[config.mk]
export PLATFORM = sky130hd
export DESIGN_NAME = cau_ctrl
export DESIGN_NICKNAME = d
export VERILOG_FILES = /design/src/rtl/cau_pkg.sv /design/src/rtl/cau_ctrl.sv
export SDC_FILE = /design/constraint.sdc
export NUM_CORES = 1
export LEC_CHECK = 0
export BUFFER_PORTS_ARGS = -buffer_cell sky130_fd_sc_hd__buf_2
export CORE_MARGIN = 5
export CORE_UTILIZATION = 50
export CTS_CLUSTER_DIAMETER = 80
export CTS_CLUSTER_SIZE = 14
export DETAILED_ROUTE_END_ITERATION = 10
export PLACE_DENSITY = 0.76
export SLEW_MARGIN = 40
export SYNTH_ARGS = -nofsm -noshare
export SYNTH_HDL_FRONTEND = slang
export SYNTH_SLANG_ARGS = --single-unit
[constraint.sdc]
create_clock -name clock -period 1.8 [get_ports clock]
set_input_delay 0.27 -clock clock [delete_from_list [all_inputs] [get_ports clock]]
set_output_delay 0.27 -clock clock [all_outputs]
set_load 0.1 [all_outputs]
[src/rtl/cau_pkg.sv]
// cau_pkg: shared types and constants of the complex arithmetic unit.
// Depends on nothing; cau_dpath, cau_ctrl, the top level and the testbench import it.
package cau_pkg;

   // opcodes of a request
   localparam logic [2:0] OP_ADD   = 3'd0;
   localparam logic [2:0] OP_SUB   = 3'd1;
   localparam logic [2:0] OP_MUL   = 3'd2;
   localparam logic [2:0] OP_DIV   = 3'd3;
   localparam logic [2:0] OP_POWER = 3'd4;
   localparam logic [2:0] OP_MOD   = 3'd5;
   localparam logic [2:0] OP_SQRT  = 3'd6;
   localparam logic [2:0] OP_EQ    = 3'd7;

   // result status codes
   localparam logic [1:0] ST_OK  = 2'd0;
   localparam logic [1:0] ST_DZ  = 2'd1;
   localparam logic [1:0] ST_OVF = 2'd2;

   // multiplier operand pairs; P is a (or the running power), Q is b (or a)
   localparam logic [2:0] MUL_PR_QR = 3'd0;
   localparam logic [2:0] MUL_PI_QI = 3'd1;
   localparam logic [2:0] MUL_PR_QI = 3'd2;
   localparam logic [2:0] MUL_PI_QR = 3'd3;
   localparam logic [2:0] MUL_QR_QR = 3'd4;
   localparam logic [2:0] MUL_QI_QI = 3'd5;
   localparam logic [2:0] MUL_PR_PR = 3'd6;
   localparam logic [2:0] MUL_PI_PI = 3'd7;

   // accumulator targets
   localparam logic [1:0] ACC_NONE = 2'd0;
   localparam logic [1:0] ACC_0    = 2'd1;
   localparam logic [1:0] ACC_1    = 2'd2;
   localparam logic [1:0] ACC_2    = 2'd3;

   localparam int unsigned MAX_EXPONENT = 255;
   localparam int unsigned DIV_STEPS    = 32;
   localparam int unsigned ROOT_STEPS   = 32;
   localparam logic signed [31:0] Q_ONE = 32'sh0001_0000;

   typedef struct packed {
      logic       load;
      logic       set_one;
      logic       fast_wr;
      logic [2:0] mul_sel;
      logic [1:0] acc_dst;
      logic       acc_add;
      logic       acc_neg;
      logic       cm_wr;
      logic       set_dz;
      logic       div_init;
      logic       div_step;
      logic       div_wr;
      logic       rt_init;
      logic       rt_step;
      logic       rt_wr;
      logic [1:0] part;
      logic       out_load;
   } cau_cmd_type;

   typedef struct packed {
      logic [2:0] op;
      logic [7:0] exponent;
      logic       acc2_zero;
   } cau_sts_type;

endpackage

[src/rtl/cau_ctrl.sv]
// cau_ctrl: sequencer of the complex arithmetic unit; steps the datapath through
// each operation and owns both handshakes. Depends on cau_pkg.
module cau_ctrl (
   input  logic                clock,
   input  logic                reset,
   input  logic                req_valid,
   output logic                req_ready,
   output logic                rsp_valid,
   input  logic                rsp_ready,
   input  cau_pkg::cau_sts_type sts,
   output cau_pkg::cau_cmd_type cmd
);
   import cau_pkg::*;

   localparam logic [3:0] S_IDLE   = 4'd0;
   localparam logic [3:0] S_DISP   = 4'd1;
   localparam logic [3:0] S_MSEQ   = 4'd2;
   localparam logic [3:0] S_CMWR   = 4'd3;
   localparam logic [3:0] S_DCHK   = 4'd4;
   localparam logic [3:0] S_DVINIT = 4'd5;
   localparam logic [3:0] S_DVRUN  = 4'd6;
   localparam logic [3:0] S_DVWR   = 4'd7;
   localparam logic [3:0] S_RTINIT = 4'd8;
   localparam logic [3:0] S_RTRUN  = 4'd9;
   localparam logic [3:0] S_RTWR   = 4'd10;
   localparam logic [3:0] S_WB     = 4'd11;

   localparam logic [4:0] DIV_LAST  = 5'(DIV_STEPS - 1);
   localparam logic [4:0] ROOT_LAST = 5'(ROOT_STEPS - 1);

   logic [3:0] state_ff, state_in;
   logic [4:0] step_ff, step_in;
   logic [1:0] part_ff, part_in;
   logic [7:0] pw_cnt_ff, pw_cnt_in;
   logic       rsp_valid_ff, rsp_valid_in;
   logic [7:0] lim;
   logic [4:0] last_step;
   logic       is_cm, is_dv;

   assign is_cm = (sts.op == OP_MUL) || (sts.op == OP_POWER);
   assign is_dv = (sts.op == OP_DIV);
   assign last_step = is_cm ? 5'd4 : (is_dv ? 5'd6 : 5'd2);
   assign lim = (32'(sts.exponent) > MAX_EXPONENT) ? 8'(MAX_EXPONENT) : sts.exponent;

   always_comb begin
      state_in     = state_ff;
      step_in      = step_ff;
      part_in      = part_ff;
      pw_cnt_in    = pw_cnt_ff;
      rsp_valid_in = rsp_valid_ff & ~rsp_ready;
      cmd          = '0;
      cmd.part     = part_ff;

      unique case (state_ff)
         S_IDLE: begin
            if (req_valid) begin
               cmd.load = 1'b1;
               step_in  = '0;
               part_in  = '0;
               state_in = S_DISP;
            end
         end
         S_DISP: begin
            unique case (sts.op)
               OP_ADD, OP_SUB, OP_EQ: begin
                  cmd.fast_wr = 1'b1;
                  state_in    = S_WB;
               end
               OP_POWER: begin
                  pw_cnt_in = lim - 8'd1;
                  if (lim == 8'd0) begin
                     cmd.set_one = 1'b1;
                     state_in    = S_WB;
                  end else if (lim == 8'd1) begin
                     state_in = S_WB;
                  end else begin
                     state_in = S_MSEQ;
                  end
               end
               default: state_in = S_MSEQ;
            endcase
         end
         S_MSEQ: begin
            // multiplies issue one per cycle; each product is registered and summed in the cycle after it issues
            if (is_cm) begin
               unique case (step_ff)
                  5'd0: cmd.mul_sel = MUL_PR_QR;
                  5'd1: begin cmd.mul_sel = MUL_PI_QI; cmd.acc_dst = ACC_0; end
                  5'd2: begin
                     cmd.mul_sel = MUL_PR_QI; cmd.acc_dst = ACC_0;
                     cmd.acc_add = 1'b1;      cmd.acc_neg = 1'b1;
                  end
                  5'd3: begin cmd.mul_sel = MUL_PI_QR; cmd.acc_dst = ACC_1; end
                  default: begin cmd.acc_dst = ACC_1; cmd.acc_add = 1'b1; end
               endcase
            end else if (is_dv) begin
               unique case (step_ff)
                  5'd0: cmd.mul_sel = MUL_QR_QR;
                  5'd1: begin cmd.mul_sel = MUL_QI_QI; cmd.acc_dst = ACC_2; end
                  5'd2: begin
                     cmd.mul_sel = MUL_PR_QR; cmd.acc_dst = ACC_2; cmd.acc_add = 1'b1;
                  end
                  5'd3: begin cmd.mul_sel = MUL_PI_QI; cmd.acc_dst = ACC_0; end
                  5'd4: begin
                     cmd.mul_sel = MUL_PI_QR; cmd.acc_dst = ACC_0; cmd.acc_add = 1'b1;
                  end
                  5'd5: begin cmd.mul_sel = MUL_PR_QI; cmd.acc_dst = ACC_1; end
                  default: begin
                     cmd.acc_dst = ACC_1; cmd.acc_add = 1'b1; cmd.acc_neg = 1'b1;
                  end
               endcase
            end else begin
               unique case (step_ff)
                  5'd0: cmd.mul_sel = MUL_PR_PR;
                  5'd1: begin cmd.mul_sel = MUL_PI_PI; cmd.acc_dst = ACC_2; end
                  default: begin cmd.acc_dst = ACC_2; cmd.acc_add = 1'b1; end
               endcase
            end
            if (step_ff == last_step) begin
               step_in = '0;
               part_in = '0;
               if (is_cm)      state_in = S_CMWR;
               else if (is_dv) state_in = S_DCHK;
               else            state_in = S_RTINIT;
            end else begin
               step_in = step_ff + 5'd1;
            end
         end
         S_CMWR: begin
            cmd.cm_wr = 1'b1;
            if (sts.op == OP_POWER && pw_cnt_ff != 8'd1) begin
               pw_cnt_in = pw_cnt_ff - 8'd1;
               state_in  = S_MSEQ;
            end else begin
               state_in = S_WB;
            end
         end
         S_DCHK: begin
            if (sts.acc2_zero) begin
               cmd.set_dz = 1'b1;
               state_in   = S_WB;
            end else begin
               state_in = S_DVINIT;
            end
         end
         S_DVINIT: begin
            cmd.div_init = 1'b1;
            step_in      = '0;
            state_in     = S_DVRUN;
         end
         S_DVRUN: begin
            cmd.div_step = 1'b1;
            step_in      = step_ff + 5'd1;
            if (step_ff == DIV_LAST) state_in = S_DVWR;
         end
         S_DVWR: begin
            cmd.div_wr = 1'b1;
            if (part_ff == 2'd0) begin
               part_in  = 2'd1;
               state_in = S_DVINIT;
            end else begin
               state_in = S_WB;
            end
         end
         S_RTINIT: begin
            cmd.rt_init = 1'b1;
            step_in     = '0;
            state_in    = S_RTRUN;
         end
         S_RTRUN: begin
            cmd.rt_step = 1'b1;
            step_in     = step_ff + 5'd1;
            if (step_ff == ROOT_LAST) state_in = S_RTWR;
         end
         S_RTWR: begin
            cmd.rt_wr = 1'b1;
            if ((part_ff == 2'd0 && sts.op == OP_MOD) || part_ff == 2'd2) begin
               state_in = S_WB;
            end else begin
               part_in  = part_ff + 2'd1;
               state_in = S_RTINIT;
            end
         end
         S_WB: begin
            if (!rsp_valid_ff || rsp_ready) begin
               cmd.out_load = 1'b1;
               rsp_valid_in = 1'b1;
               state_in     = S_IDLE;
            end
         end
         default: state_in = S_IDLE;
      endcase
   end

   always_ff @(posedge clock) begin
      if (reset) begin
         state_ff     <= S_IDLE;
         step_ff      <= '0;
         part_ff      <= '0;
         pw_cnt_ff    <= '0;
         rsp_valid_ff <= 1'b0;
      end else begin
         state_ff     <= state_in;
         step_ff      <= step_in;
         part_ff      <= part_in;
         pw_cnt_ff    <= pw_cnt_in;
         rsp_valid_ff <= rsp_valid_in;
      end
   end

   assign req_ready = (state_ff == S_IDLE);
   assign rsp_valid = rsp_valid_ff;

endmodule

==> impl_results.md <==
* Drt wl/cell at 23.5 µm
* TNS Setup at -3230 ps
* Power per cell area at ~1300 nW/µm²
* Main synth FF type: dfxtp_1
* Syn nets at between 300 and 400
* CTS tree: done
* EDFF count, synth at 0
* Antenna Nets Post-Route at 0
* TritonRoute pass-1 iters at 5
* Via Count at around 3,000
* Clock Skew at roughly 8.9 ps
* Post-route cell area at 3770 µm²
* Ys async rst share at 0
* Clk slew on worst S/H paths at ~90 ps
* VDD IR max at a little under 0.7 mV
* Final core utilization at 0.928
* Psw at roughly 2.6 mW
* Max_slew headroom at 0.648
* Combinational Power Share at 0.783
* Max Clock Freq at 445 MHz
* Number of I/O pins at 39
* Vias per cell at approximately 7
* Starting Density at 0.524
* Cells after Synth at about 280
* H-tree levels at 1
* CP Max Fanout at 4
* DIE AREA at around 5700 µm²
* Clk_lat worst skew at roughly 270 ps
* Final std cells w/o fill at about 430
* Overall Global Routing Usage at 0.294
* Critical Path End Type: output pin
* Routed Wire Length at 10.2 mm
* CTS Buffer Depth at 2
* Synth warn at 0
* CTS Buf Count at 3
* Antenna violations before repair at 0
* Post-layout min period at roughly 2200 ps
* Vias in the first global route at about 2,700
* Startpoint types: flip-flop
* Synth Register Bits at 20
* Max Slew Vio Count at 0
* LEAKAGE at approximately 1.5 nW
* Gr ovfl total at 0
* Antenna Cells at 0
* Req. time, crit path at roughly 1500 ps
* DR WL met3 at 937 µm
* Row Count at 23
* Final weighted congestion in routability-driven placement at between 0.8 and 0.9
* Pre-CTS WS at -159 ps
* Worst slew pin tran at roughly 530 ps
* M1 wire length at roughly 3.7 mm
* Final setup fails at 23
* Hold Crit Class: in -> reg
* Pin count of the biggest net entering global routing at 17
* Fill count at approximately 140
* Final hold violations at 0
* Hold_ws at roughly 400 ps
* Final setup margin at -445 ps
* First-pass GRT wire length at 13.0 mm
* CP arrival at around 2000 ps
* Share of cells above drive strength 1 at 0.572
* Die width at roughly 75 µm
* Clk sink count at 20
* Violated checks: negative setup slack
* Max cap viols at 0
* Sw frac at 0.527
* Sequential share of power at 0.142
* Netlist cell types at 73
* Placed Instances at approximately 410
* P_int at 2.31 mW
* Period utilisation layout at 1.25
* Die H at between 70 and 80 µm
* DP Area at 3280 µm²
* Clk pwr share at 0.076
* Initial drt markers at 407
* Met2 wire len at about 4.7 mm
* Layout area overhead at 77.2%
* DR top layer: met4
* RSZ-0062 raised after global routing: true
* Root buffer cell: clkbuf_8
* # hold bufs at CTS at 0
* Status: finished with violations
* Synthesized cell area at approximately 2100 µm²
* HPWL Detailed at approximately 5.5 mm
* Syn_area_per_cell at 7.49 µm²
* Sequential area share after synthesis at 0.188
* Core box area at between 4000 and 5000 µm²
* Final Power at a little under 5 mW
* Port Buf Inserts at 38
* Critical path class: reg -> out
* Layout Nets at slightly above 400
* Drt drc at 0
## cells in the final DEF (no fill, tap or decap), types with 4 or more instances in the layout
master	count
clkbuf_8	4
ha_1	6
nand2_1	24
dfxtp_2	4
a211oi_2	5
inv_4	4
ha_4	4
a21oi_2	6
nand3_1	7
xnor2_1	6
nor2_4	10
buf_6	10
dfxtp_1	8
a21oi_1	13
buf_2	18
inv_1	13
buf_12	21
o22ai_1	4
nand2b_1	5
nor3_4	5
nor2_2	6
dfxtp_4	8
nor2_1	15
o21ai_0	13
buf_4	59
nand2_2	4
## kinds of logic (layout without fill, tap and decap cells)
kind of cell               Yosys count  in the layout  synth area share
and+or+nand+nor                    123            123             0.331
DFF                                 20             20             0.188
adders and majority gates           12             12            0.0706
AOI/OAI and AO/OA                   84             84             0.284
xor gates and xnor gates             9              9            0.0371
buffers and inverters               32            131            0.0700
muxes                                4              4            0.0194
## final cells by class
| type | count | area [µm²] | share of cell area |
|---|---|---|---|
| clock buffer | 4 | 55.1 | 0.0146 |
| inverter | 17 | 73.8 | 0.0196 |
| multi-input combinational | 232 | 2040 | 0.543 |
| sequential | 20 | 435 | 0.116 |
| tap | 50 | 62.6 | 0.0166 |
| timing repair buffer | 110 | 1100 | 0.291 |
## worst max-delay path, stage by stage (launching register included)
cell     delay (ps)
dfxtp_4         410
inv_4            60
ha_4            150
or3_4           370
a21oi_1         220
o21ai_2         100
a31oi_4         190
buf_12          200
## sequential cells by signal, summed over array words and instances, names as in the netlist
name / flops
step_ff: 5
rsp_valid: 1
state_ff: 4
pw_cnt_ff: 8
part_ff: 2
## cell usage after synthesis, drive strengths merged (3+ instances only)
library cell / count / area (µm²)
nor3: 9 / 61.3
nand3b: 3 / 22.5
inv: 17 / 63.8
nand2b: 7 / 43.8
xnor2: 6 / 52.6
nand4b: 4 / 41.3
o21ai: 18 / 90.1
a21oi: 22 / 110
a31oi: 6 / 37.5
mux2i: 3 / 30.0
o22ai: 4 / 25.0
or3: 3 / 18.8
clkbuf: 3 / 11.3
buf: 12 / 73.8
and3: 4 / 30.0
nor4: 5 / 43.8
xor2: 3 / 26.3
nand3: 9 / 50.1
a211oi: 8 / 85.1
nand2: 29 / 109
dfxtp: 20 / 400
ha: 12 / 150
nor2: 31 / 121
a32oi: 3 / 26.3
or4: 3 / 33.8
## worst paths after layout
kind | startpoint | to | slack, ps | cells after the start
worst max-delay path | step_ff[1] | cmd[14] | -440 | 7
worst min-delay path | rsp_ready | rsp_valid | 400 | 3
worst max register to register | pw_cnt_ff[3] | state_ff[3] | -170 | 6
worst min register to register | pw_cnt_ff[5] | pw_cnt_ff[5] | 500 | 2
## what timing repair did
action                                  4_1_cts  5_1_grt
endpoints found under the hold margin         0        0
endpoints found under the setup margin       18       26
resized for setup                            35       43
buffers inserted                             10        9
pin swaps                                    22       19
cloned                                        0        0
## per-layer routing
metal | global-route usage | vias up
met1 | 0.339 | 1411
li1 | - | 1250
met3 | 0.0441 | 97
met4 | 0.144 | 0
met2 | 0.528 | 266
met5 | 0 | -
## power by group through the flow
stage                     Sequential [mW]  Clock (mW)  Combinational, mW
final                               0.693       0.370               3.83
after global routing                0.698       0.373               3.95
after CTS                           0.657       0.357               3.29
after detailed placement            0.663           0               3.03
after global placement              0.655           0               2.97
after floorplan                     0.700           0               2.05
Power figures use the tool's default switching activity.
